**config.mk**
```make
export PLATFORM = sky130hd
export DESIGN_NAME = shpl_ctrl
export DESIGN_NICKNAME = d
export VERILOG_FILES = /design/src/shpl_pkg.sv /design/src/shpl_ctrl.sv
export SDC_FILE = /design/constraint.sdc
export NUM_CORES = 1
export LEC_CHECK = 0
export BUFFER_PORTS_ARGS = -buffer_cell sky130_fd_sc_hd__buf_2
export CORE_MARGIN = 10
export CORE_UTILIZATION = 56
export DETAILED_ROUTE_END_ITERATION = 10
export PLACE_DENSITY = 0.87
export SYNTH_ARGS = -nofsm -noshare
export SYNTH_HDL_FRONTEND = slang
export SYNTH_SLANG_ARGS = --single-unit
```
**constraint.sdc**
```tcl
create_clock -name clk -period 5.6 [get_ports clk]
set_input_delay 1.68 -clock clk [delete_from_list [all_inputs] [get_ports clk]]
set_output_delay 1.68 -clock clk [all_outputs]
set_load 0.01 [all_outputs]
```
**src/shpl_pkg.sv**
```systemverilog
// Package of the playlist sequencer: field widths, command and mode codes,
// controller state and datapath operation types, and the random step.
// No dependencies.
package shpl_pkg;

  localparam int SHPL_MAX_TRACKS = 512;
  localparam int CMD_W           = 3;
  localparam int SEL_W           = 9;
  localparam int TRACK_W         = 9;
  localparam int MODE_W          = 2;
  localparam int TC_W            = 10;
  localparam int RNG_W           = 32;
  localparam int CFG_IDX_W       = 1;
  localparam int CFG_DATA_W      = 32;

  localparam logic [CMD_W-1:0] CMD_START      = 3'd0;
  localparam logic [CMD_W-1:0] CMD_NEXT       = 3'd1;
  localparam logic [CMD_W-1:0] CMD_PREV       = 3'd2;
  localparam logic [CMD_W-1:0] CMD_TRACK_END  = 3'd3;
  localparam logic [CMD_W-1:0] CMD_CYCLE_MODE = 3'd4;

  localparam logic [MODE_W-1:0] MODE_LIST_LOOP   = 2'd0;
  localparam logic [MODE_W-1:0] MODE_SHUFFLE     = 2'd1;
  localparam logic [MODE_W-1:0] MODE_SINGLE_LOOP = 2'd2;
  localparam logic [MODE_W-1:0] MODE_LIST_PLAY   = 2'd3;

  localparam logic [CFG_IDX_W-1:0] CFG_TRACK_COUNT = 1'd0;
  localparam logic [CFG_IDX_W-1:0] CFG_RNG_SEED    = 1'd1;

  typedef enum logic [4:0] {
    S_IDLE, S_DECODE, S_MODE_PIN, S_FILL, S_SWAP_CHK, S_RNG_WAIT, S_RD_I, S_RD_J,
    S_WR_I, S_WR_J, S_FIND_RD, S_FIND_CMP, S_STEP, S_POS1, S_RD_POS, S_MOD_ENT,
    S_MOD_WAIT, S_ADJ, S_DONE
  } shpl_state_t;

  typedef enum logic [4:0] {
    OP_NONE, OP_LATCH, OP_START_SEL, OP_PIN_CUR, OP_MODE_INC, OP_FILL, OP_MOD_RNG,
    OP_RD_I, OP_RD_J, OP_WR_I, OP_WR_J, OP_POS_CLR, OP_FIND_INIT, OP_FIND_RD,
    OP_FIND_CMP, OP_POS_FWD, OP_POS_BACK, OP_POS_ONE, OP_RD_POS, OP_MOD_CUR,
    OP_MOD_ENT, OP_SET_CUR, OP_CUR_NEXT, OP_CUR_PREV, OP_OUT
  } shpl_op_t;

  typedef struct packed {
    shpl_op_t op;
    logic     play_start;
  } shpl_ctl_t;

  typedef struct packed {
    logic [CMD_W-1:0]  cmd;
    logic [MODE_W-1:0] mode;
    logic              n_le1;
    logic              i_le1;
    logic              hit;
    logic              k_last;
    logic              pos_last;
    logic              cur_lt_last;
    logic              mod_busy;
    logic              out_busy;
  } shpl_sts_t;

  function automatic logic [RNG_W-1:0] xorshift32(input logic [RNG_W-1:0] x);
    logic [RNG_W-1:0] v;
    v = x ^ (x << 13);
    v = v ^ (v >> 17);
    v = v ^ (v << 5);
    return v;
  endfunction

endpackage

```
**src/shpl_ctrl.sv**
```systemverilog
// Controller of the playlist sequencer: sequences commands, reshuffles,
// order searches and remainders. Depends on shpl_pkg.
module shpl_ctrl import shpl_pkg::*; (
  input  logic      clk,
  input  logic      rst_n,
  input  logic      in_valid,
  output logic      in_ready,
  input  shpl_sts_t sts,
  output shpl_ctl_t ctl
);

  shpl_state_t state_r, state_nxt;
  logic        start_r, start_nxt;
  logic        shuf;

  assign shuf = (sts.mode == MODE_SHUFFLE);

  always_comb begin
    state_nxt = state_r;
    start_nxt = start_r;
    unique case (state_r)
      S_IDLE: begin
        if (in_valid) state_nxt = S_DECODE;
      end
      S_DECODE: begin
        start_nxt = 1'b1;
        case (sts.cmd)
          CMD_START: state_nxt = S_FILL;
          CMD_NEXT, CMD_PREV: begin
            state_nxt = (shuf && !sts.n_le1) ? S_FIND_RD : S_MOD_WAIT;
          end
          CMD_TRACK_END: begin
            if (sts.mode == MODE_LIST_PLAY) begin
              state_nxt = S_DONE;
              start_nxt = sts.cur_lt_last;
            end else begin
              state_nxt = (shuf && !sts.n_le1) ? S_FIND_RD : S_MOD_WAIT;
            end
          end
          CMD_CYCLE_MODE: begin
            start_nxt = 1'b0;
            state_nxt = (sts.mode == MODE_LIST_LOOP) ? S_MODE_PIN : S_DONE;
          end
          default: begin
            start_nxt = 1'b0;
            state_nxt = S_DONE;
          end
        endcase
      end
      S_MODE_PIN: state_nxt = S_FILL;
      S_FILL: begin
        if (sts.k_last) state_nxt = S_SWAP_CHK;
      end
      S_SWAP_CHK: begin
        if (sts.i_le1) begin
          state_nxt = (sts.cmd == CMD_TRACK_END) ? S_POS1 : S_DONE;
        end else begin
          state_nxt = S_RNG_WAIT;
        end
      end
      S_RNG_WAIT: begin
        if (!sts.mod_busy) state_nxt = S_RD_I;
      end
      S_RD_I:     state_nxt = S_RD_J;
      S_RD_J:     state_nxt = S_WR_I;
      S_WR_I:     state_nxt = S_WR_J;
      S_WR_J:     state_nxt = S_SWAP_CHK;
      S_FIND_RD:  state_nxt = S_FIND_CMP;
      S_FIND_CMP: begin
        state_nxt = (sts.hit || sts.k_last) ? S_STEP : S_FIND_RD;
      end
      S_STEP: begin
        if (sts.cmd == CMD_TRACK_END && sts.pos_last) state_nxt = S_FILL;
        else state_nxt = S_RD_POS;
      end
      S_POS1:     state_nxt = S_RD_POS;
      S_RD_POS:   state_nxt = S_MOD_ENT;
      S_MOD_ENT:  state_nxt = S_MOD_WAIT;
      S_MOD_WAIT: begin
        if (!sts.mod_busy) state_nxt = S_ADJ;
      end
      S_ADJ:      state_nxt = S_DONE;
      S_DONE: begin
        if (!sts.out_busy) state_nxt = S_IDLE;
      end
      default:    state_nxt = S_IDLE;
    endcase
  end

  always_comb begin
    ctl.op         = OP_NONE;
    ctl.play_start = start_r;
    in_ready       = 1'b0;
    unique case (state_r)
      S_IDLE: begin
        in_ready = 1'b1;
        if (in_valid) ctl.op = OP_LATCH;
      end
      S_DECODE: begin
        case (sts.cmd)
          CMD_START: ctl.op = OP_START_SEL;
          CMD_NEXT, CMD_PREV: begin
            ctl.op = (shuf && !sts.n_le1) ? OP_FIND_INIT : OP_MOD_CUR;
          end
          CMD_TRACK_END: begin
            if (sts.mode == MODE_LIST_PLAY) begin
              ctl.op = sts.cur_lt_last ? OP_CUR_NEXT : OP_NONE;
            end else begin
              ctl.op = (shuf && !sts.n_le1) ? OP_FIND_INIT : OP_MOD_CUR;
            end
          end
          CMD_CYCLE_MODE: ctl.op = OP_MODE_INC;
          default:        ctl.op = OP_NONE;
        endcase
      end
      S_MODE_PIN: ctl.op = OP_PIN_CUR;
      S_FILL:     ctl.op = OP_FILL;
      S_SWAP_CHK: ctl.op = sts.i_le1 ? OP_POS_CLR : OP_MOD_RNG;
      S_RNG_WAIT: ctl.op = OP_NONE;
      S_RD_I:     ctl.op = OP_RD_I;
      S_RD_J:     ctl.op = OP_RD_J;
      S_WR_I:     ctl.op = OP_WR_I;
      S_WR_J:     ctl.op = OP_WR_J;
      S_FIND_RD:  ctl.op = OP_FIND_RD;
      S_FIND_CMP: ctl.op = OP_FIND_CMP;
      S_STEP: begin
        if (sts.cmd == CMD_PREV) ctl.op = OP_POS_BACK;
        else if (sts.cmd == CMD_TRACK_END && sts.pos_last) ctl.op = OP_PIN_CUR;
        else ctl.op = OP_POS_FWD;
      end
      S_POS1:     ctl.op = OP_POS_ONE;
      S_RD_POS:   ctl.op = OP_RD_POS;
      S_MOD_ENT:  ctl.op = OP_MOD_ENT;
      S_MOD_WAIT: ctl.op = sts.mod_busy ? OP_NONE : OP_SET_CUR;
      S_ADJ: begin
        if (!shuf) begin
          if (sts.cmd == CMD_NEXT ||
              (sts.cmd == CMD_TRACK_END && sts.mode == MODE_LIST_LOOP)) begin
            ctl.op = OP_CUR_NEXT;
          end else if (sts.cmd == CMD_PREV) begin
            ctl.op = OP_CUR_PREV;
          end
        end
      end
      S_DONE: begin
        if (!sts.out_busy) ctl.op = OP_OUT;
      end
      default: ctl.op = OP_NONE;
    endcase
  end

  always_ff @(posedge clk) begin
    if (!rst_n) begin
      state_r <= S_IDLE;
      start_r <= 1'b0;
    end else begin
      state_r <= state_nxt;
      start_r <= start_nxt;
    end
  end

endmodule

```
==> results.toml, run 1 <==
[run_status]
run_status = "completed"

[timing]
timing.clock.skew_ns = 0.00504
finalSetupTns_ns = 0
max_slew.worst_pin.slew_ns = 0.609
fin_crit_sh_pct = 87.8
worst_slew_margin_rel_pct = 59.3
report.final.setup_viol = 0
slew_viol_final = 0
timing.fmax_mhz = 203
rsz0062_at_grt = "no"
finalHoldViolations = 0
worst_slack_ns = 0.686
final_period_minus_worst_setup_slack_ns = 4.91

[die]
design.die.area_um2 = 4120
ios = 23
initial_utilization_pct = 61.3
row_count = 15
die-height_um = 64.2
dieWidth_um = 64.2
core-area_um2 = 1780

[routing]
drc_marker_count_from_the_first_detailed_route_iteration = 115
wl_met3_um = 370
drc = 0
post_drt_wl_per_cell_um = 17.4
wl_met1_mm = 1.44
routed.top_layer = "met4"
route.met2.wl_mm = 1.53
dr_total_vias = 1357
postRouteWirelength_mm = 3.43
ant_nets = 0
routed_via_density = 6.89
detailedRoute.firstPassIterationCount = 5

[logic_synthesis]
synth_top_family_by_area = "simple AND/OR/NAND/NOR gates"
synthAdderAreaFrac_pct = 0.915
synth_area_leaders = "dfxtp_1 11%, nor2_1 6.9%, o21ai_0 5.0%"
synth_top_area_share_pct = 11.0
synth_compound_area_share_pct = 33.8
synth.distinct_cells = 52
syn-mean-instance-area_um2 = 6.75
synth_commonest_cells = "20 x nor2_1, 14 x nand2_1, 11 x o21ai_0, 7 x nand2b_1, 7 x nor3_1"
yosys.area_share.xor_xnor_pct = 0
post_synthesis_net_count = 178
ys_seq_elements = 6
synth-seq-area-share_pct = 11.0
syn-instance-count = 162
synth.mux.area_fraction_pct = 0
synth_area_leader_cell = "dfxtp_1"
fraction_of_the_mapped_netlist_area_in_simple_logic_gates_pct = 44.6
synth_most_common_cell = "nor2_1"
most_frequently_used_flop_master_after_synthesis = "dfxtp_1"
summed_instance_area_of_the_synthesized_netlist_um2 = 1090
synth_enable_flop_cells = 0
yosys_warns = 0
synthArstFlopShare_pct = 0

[final_layout]
number_of_standard_cells_in_the_final_layout_excluding_fillers = 197
num-nets-final = 190
post_route_cells_drive_above_1_share_pct = 20.9
fillCellCount = 158
syn2layout_area_growth_pct = 6.98
antenna_cells_inserted = 0

[placed_design]
detailedPlace.worstSlack_ns = 0.688
hpwlAfterDp_mm = 2.65
place_congestion = 0.945
place_inst = 194
io_buffers = 22

[worst_setup_path]
critical_path_peak_fanout = 9
cp_common_cell = "buf_2"
critical_path.startpoint_type = "input pin"
path_class = "input pin to output pin"
timing.critical_path.cells = "buf_2 -> nor2_4 -> nor2_1 -> and3_1 -> or3_1 -> a2111o_1 -> buf_2"
cp_data_required_time_ns = 3.92
crit_slowest_cell = "a2111o_1"
largest_incremental_delay_on_the_critical_path_ns = 0.39
critPathArrivalTime_ns = 3.23
cp-end-kind = "output pin"

[hold_path]
min_path_type = "flip-flop to flip-flop"

[global_route]
grt_first_pass_wirelength_mm = 5.44
grt_start_max_net_pins = 21
grt_antenna_before_repair = 0
grtUsageTotal_pct = 15.9
grt_pass1_vias = 1145
globalRouteOverflowTotal = 0

[cts]
clk_path_buf_depth = 2
clock_sinks = 6
htreeDepth = 1
cts-hold-fix-buffers = 0
clock_slew_seen_by_the_registers_of_the_worst_setup_and_hold_paths_ns = 0.05
cts.root.buffer_cell = "clkbuf_4"
post_cts_resize_count = 0
cts_tree = "built"
setup_fix_buffers_added_after_clock_tree_synthesis = 0
clk-insertion-delay-late_ns = 0.26
cts_made_buffers = 3

[pwr]
powerDensity_nw_per_um2 = 347
ir_worst_vdd_mv = 0.187
power_leakage_nw = 0.473

[job]
cap_viol_max_count = 0
## flip-flops by register name (all words and copies together) (netlist names)
register and count:
state_r 5, start_r 1
## critical path, delay by kind of cell
kind / cells / cell delay, ns
buffers and inverters: 2 / 0.30
AOI/OAI and AO/OA: 1 / 0.39
and+or+nand+nor: 4 / 0.86
## cells in the final DEF (no fill, tap or decap), types with 5 or more instances in the layout
| cell | netlist | layout |
|---|---|---|
| o21ai_0 | 11 | 11 |
| nor3_1 | 7 | 7 |
| nand2_1 | 14 | 14 |
| nor2_1 | 20 | 20 |
| buf_2 | 4 | 22 |
| nand3_1 | 6 | 6 |
| a21oi_1 | 5 | 5 |
| nand2b_1 | 7 | 7 |
| dfxtp_1 | 6 | 6 |
## report_power, final
| group | leakage (nW) | switching [mW] | internal [mW] |
|---|---|---|---|
| Sequential | 0.0490 | 0.0429 | 0.0545 |
| Combinational | 0.410 | 0.155 | 0.111 |
| Clock | 0.0138 | 0.0182 | 0.0244 |
## worst paths after layout
check | start | to | slack [ns] | depth (start not counted)
hold reg to reg | start_r | start_r | 0.49 | 2
hold / removal | start_r | start_r | 0.49 | 2
setup reg to reg | state_r[0] | state_r[0] | 3.41 | 5
setup / recovery | sts[11] | ctl[3] | 0.69 | 7
## area by class of cell
cell class                 instances  area [um^2]  area share (%)
clock buffer                       3         22.5            1.93
inverter                           5         18.8            1.60
multi-input combinational        136          867            74.1
sequential                         6          120            10.3
tap                               25         31.3            2.67
timing repair buffer              22          110            9.41
## layer usage
| layer | global-route usage, % | vias to the layer above |
|---|---|---|
| met1 | 19.7 | 614 |
| met5 | 0 | - |
| li1 | - | 632 |
| met3 | 4.36 | 12 |
| met2 | 24.8 | 99 |
| met4 | 7.22 | 0 |
## logic make-up (layout without fill, tap and decap cells)
family	count (synthesis)	in the layout
fa+ha+maj	1	1
flops	6	6
buf+inv	20	30
simple gates	85	85
compound gates	50	50
## metrics by stage
stage | total power, mW | hold slack (ns) | cell area [um^2] | util, %
2_1_floorplan | 0.304 | 0.458 | 1090 | -
3_3_place_gp | 0.351 | 0.467 | 1150 | 64.4
3_5_place_dp | 0.358 | 0.484 | 1150 | 64.4
4_1_cts | 0.401 | 0.495 | 1170 | 65.6
5_1_grt | 0.438 | 0.558 | 1170 | 65.6
6_report | 0.406 | 0.492 | 1170 | 65.6
(Power assumes the default switching activity.)
==> inputs of run 2 (changes only) <==
RECOVER_POWER = 50   (was not set)
==> run 2 against run 1 <==
  * Clock skew about the same
  * Worst setup slack worse by 0.19 ns
  * Register-to-register slack about the same
  * Wire length up 1.3%
  * Critical endpoint unchanged
  * Largest cell class unchanged
  * Largest power group unchanged
==> results.toml, run 2 (synthesis gave the netlist of run 1 again) <==
[cts]
clock_sinks = 6
cts_made_buffers = 3
cts-hold-fix-buffers = 0
clock_slew_seen_by_the_registers_of_the_worst_setup_and_hold_paths_ns = 0.05
htreeDepth = 1
cts.root.buffer_cell = "clkbuf_4"
clk-insertion-delay-late_ns = 0.26
setup_fix_buffers_added_after_clock_tree_synthesis = 0
post_cts_resize_count = 0
clk_path_buf_depth = 2
cts_tree = "built"

[placed_design]
place_congestion = 0.945
hpwlAfterDp_mm = 2.65
detailed_place.area_um2 = 1150
io_buffers = 22
place_inst = 194

[routing]
dr_total_vias = 1363
drc_marker_count_from_the_first_detailed_route_iteration = 112
postRouteWirelength_mm = 3.48
post_drt_wl_per_cell_um = 17.7
drc = 0
ant_nets = 0
routed_via_density = 6.92
detailedRoute.firstPassIterationCount = 5

[final_layout]
layout_commonest_cell = "nor2_1"
commonest_cells_after_routing_fill_and_taps_aside = "20 x nor2_1, 19 x buf_2, 14 x nand2_1"
number_of_flip_flops_in_the_largest_register = 5
number_of_standard_cells_in_the_final_layout_excluding_fillers = 197
largest-register = "state_r"
syn2layout_area_growth_pct = 6.64
postLayoutCellArea_um2 = 1170
post_route_cells_drive_above_1_share_pct = 19.2
num-nets-final = 190
largestRegisters = "state_r (5), start_r (1)"
antenna_cells_inserted = 0
fillCellCount = 157

[global_route]
globalRouteOverflowTotal = 0
grtUsageTotal_pct = 15.9
grt_first_pass_wirelength_mm = 5.44
grt_start_max_net_pins = 21
grt_pass1_vias = 1145
grt_antenna_before_repair = 0

[worst_setup_path]
cp-end-kind = "output pin"
cp_num_buf_inv = 2
cpLargestDelayFamily = "simple AND/OR/NAND/NOR gates"
crit_slowest_cell = "a2111o_1"
critical_path.startpoint_type = "input pin"
critical_path_peak_fanout = 10
critPathArrivalTime_ns = 3.42
path_class = "input pin to output pin"
cp_data_required_time_ns = 3.92
timing.critical_path.cells = "clkbuf_1 -> nand3_1 -> and3_1 -> or3_1 -> a2111o_1 -> buf_2"
largest_incremental_delay_on_the_critical_path_ns = 0.39

[die]
core-area_um2 = 1780
row_count = 15
ios = 23
die-height_um = 64.2
dieWidth_um = 64.2
initial_utilization_pct = 61.3
design.die.area_um2 = 4120

[run_status]
run_status = "completed"

[timing]
max_slew.worst_pin.slew_ns = 0.618
report.final.setup_viol = 0
timing.fmax_mhz = 196
finalHoldViolations = 0
finalSetupTns_ns = 0
final_period_minus_worst_setup_slack_ns = 5.10
worst_slew_margin_rel_pct = 58.8
slew_viol_final = 0
timing.clock.skew_ns = 0.00510
rsz0062_at_grt = "no"
fin_crit_sh_pct = 91.1

[pwr]
powerDensity_nw_per_um2 = 350
power_leakage_nw = 0.464
ir_worst_vdd_mv = 0.188
report.power.total_uw = 408

[job]
cap_viol_max_count = 0

[hold_path]
min_path_type = "flip-flop to flip-flop"
run 2: changes by cell type in the layout (fill, tap and decap cells not counted), sizes merged:
cell	change
buf	-3
clkbuf	+3
run 2: final timing paths:
check                           startpoint    endpoint  slack [ns]  cells after the start
worst max-delay path               sts[10]      ctl[3]        0.50                      6
worst min-delay path               start_r     start_r        0.50                      2
worst min register to register     start_r     start_r        0.50                      2
worst max register to register  state_r[0]  state_r[0]        3.41                      5
run 2: stage by stage:
stage	utilization, %	setup slack, ns	hold WS [ns]
2_1_floorplan	-	0.904	0.458
3_3_place_gp	64.4	0.773	0.467
3_5_place_dp	64.4	0.688	0.484
4_1_cts	65.6	0.690	0.495
5_1_grt	65.4	0.445	0.560
6_report	65.4	0.496	0.496
run 2: cell type report:
| type | count | area [um^2] | area share, % |
|---|---|---|---|
| inverters | 5 | 18.8 | 1.61 |
| repair buffers | 22 | 106 | 9.12 |
| multi-input cells | 136 | 867 | 74.4 |
| flip-flops and latches | 6 | 120 | 10.3 |
| well taps | 25 | 31.3 | 2.68 |
| clock buffers | 3 | 22.5 | 1.93 |
run 2: power breakdown:
group          internal (mW)  switching, mW
logic                  0.110          0.158
registers             0.0545         0.0434
clock network         0.0244         0.0183
run 2: layer usage:
layer	wire, um	vias to the layer above	GRT usage, %
met5	0	-	0
met4	91	0	7.22
met3	403	14	4.36
met2	1550	103	24.8
met1	1430	616	19.7
li1	-	630	-
run 2: tightest hold or removal path, delay by kind of cell, from the launching register on:
kind	cells	cell delay (ns)
and+or+nand+nor	1	0.08
DFF	1	0.32
AOI/OAI and AO/OA	1	0.06
==> inputs of run 3 (changes only) <==
CORE_UTILIZATION = 59   (was 56)
PLACE_DENSITY = 0.9   (was 0.87)
==> run 3 against run 2 <==
  * Final cell count is the same
  * Combinational power hardly changed
  * Non-clock buffer count unchanged
  * Clock skew is 0.0045 ns lower
  * Power shrank 1.3%
  * Worst setup slack better by 0.030 ns
  * Count of clock-buffer cells in the layout is the same
  * Sequential power decreased by 1%
  * Die area decreased by 3.5%
  * Maximum frequency increased by 0.60%
  * Worst hold slack gained 0.0013 ns
  * Critical endpoint unchanged
  * Largest power group unchanged
==> results.toml, run 3 (synthesis gave the netlist of run 1 again) <==
[routing]
detailedRoute.firstPassIterationCount = 5
post_drt_wl_per_cell_um = 17.0
drc_marker_count_from_the_first_detailed_route_iteration = 137
postRouteWirelength_mm = 3.35
drc = 0
dr_total_vias = 1333
ant_nets = 0
routed_via_density = 6.77

[final_layout]
number_of_standard_cells_in_the_final_layout_excluding_fillers = 197
commonest_cells_after_routing_fill_and_taps_aside = "20 x nor2_1, 19 x buf_2, 14 x nand2_1"
largest-register = "state_r"
syn2layout_area_growth_pct = 6.64
num-nets-final = 190
number_of_flip_flops_in_the_largest_register = 5
post_route_cells_drive_above_1_share_pct = 19.2
layout_commonest_cell = "nor2_1"
largestRegisters = "state_r (5), start_r (1)"
antenna_cells_inserted = 0

[global_route]
grt_start_max_net_pins = 21
gr-usage-met1_pct = 20.6
grt_antenna_before_repair = 0
gr-usage-met2_pct = 24.5
grt_first_pass_wirelength_mm = 5.51
groute.layer.met3.usage_pct = 3.53
grt_pass1_vias = 1227
globalRouteOverflowTotal = 0
busiest_layer = "met2"
grtUsageTotal_pct = 15.8

[die]
row_count = 15
initial_utilization_pct = 62.7
dieWidth_um = 63.1
design.die.area_um2 = 3980
ios = 23
die-height_um = 63.1
core-area_um2 = 1750

[cts]
htreeDepth = 1
cts.root.buffer_cell = "clkbuf_4"
clock_sinks = 6
cts_made_buffers = 3
cts-hold-fix-buffers = 0
setup_fix_buffers_added_after_clock_tree_synthesis = 0
clk-insertion-delay-late_ns = 0.24
clk_path_buf_depth = 2
clock_slew_seen_by_the_registers_of_the_worst_setup_and_hold_paths_ns = 0.04
cts_tree = "built"
post_cts_resize_count = 0

[worst_setup_path]
critical_path_peak_fanout = 10
cp-end-kind = "output pin"
cp_data_required_time_ns = 3.92
critical_path.startpoint_type = "input pin"
critPathArrivalTime_ns = 3.39
timing.critical_path.cells = "clkbuf_1 -> nand3_1 -> and3_1 -> or3_1 -> a2111o_1 -> buf_2"
path_class = "input pin to output pin"
crit_slowest_cell = "a2111o_1"
largest_incremental_delay_on_the_critical_path_ns = 0.40

[placed_design]
place_inst = 194
detailedPlace.worstSlack_ns = 0.713
hpwlAfterDp_mm = 2.58
place_congestion = 0.916
io_buffers = 22

[timing]
fin_crit_sh_pct = 90.6
timing.clock.skew_ns = 0.000589
max_slew.worst_pin.slew_ns = 0.611
final_period_minus_worst_setup_slack_ns = 5.07
finalHoldViolations = 0
worst_slew_margin_rel_pct = 59.2
hold_ws_ns = 0.498
rsz0062_at_grt = "no"
report.final.setup_viol = 0
worst_slack_ns = 0.527
timing.fmax_mhz = 197
finalSetupTns_ns = 0
slew_viol_final = 0

[pwr]
power_leakage_nw = 0.464
ir_worst_vdd_mv = 0.196
powerDensity_nw_per_um2 = 345
report.power.total_uw = 403

[hold_path]
min_path_type = "flip-flop to flip-flop"

[job]
cap_viol_max_count = 0

[run_status]
run_status = "completed"
==> run 3: cell counts in the layout (fill, tap and decap cells not counted) <==
Identical to the previous run, type by type.
==> run 3: metal layers <==
layer  vias to the layer above  wire (um)
li1                        635          -
met1                       582       1340
met2                       110       1510
met3                         6        449
met4                         0         50
met5                         -          0
==> run 3: power breakdown <==
part	internal (mW)	switching [mW]
logic	0.110	0.157
clock network	0.0242	0.0146
registers	0.0546	0.0423
==> run 3: worst paths after layout <==
check / cells past startpoint / slack, ns / startpoint / to
setup / recovery: 6 / 0.53 / sts[10] / ctl[3]
hold / removal: 2 / 0.50 / start_r / start_r
setup reg to reg: 5 / 3.45 / state_r[0] / state_r[0]
hold reg to reg: 2 / 0.50 / start_r / start_r
==> run 3: layout make-up <==
class | count | area (um^2)
Tap cell | 25 | 31.3
Timing Repair Buffer | 22 | 106
Inverter | 5 | 18.8
Multi-Input combinational cell | 136 | 867
Clock buffer | 3 | 22.5
Sequential cell | 6 | 120
Fill cell | 167 | 579
==> run 3: per-stage QoR <==
step,cell area [um^2],util (%)
after floorplan,1090,-
after global placement,1150,65.7
after detailed placement,1150,65.7
after CTS,1170,67.0
after global routing,1170,66.8
final,1170,66.8
==> run 3: critical path, delay by kind of cell <==
| kind | cells | cell delay [ns] |
|---|---|---|
| AND/OR/NAND/NOR | 3 | 0.82 |
| buffers and inverters | 2 | 0.50 |
| AO/OA/AOI/OAI | 1 | 0.40 |
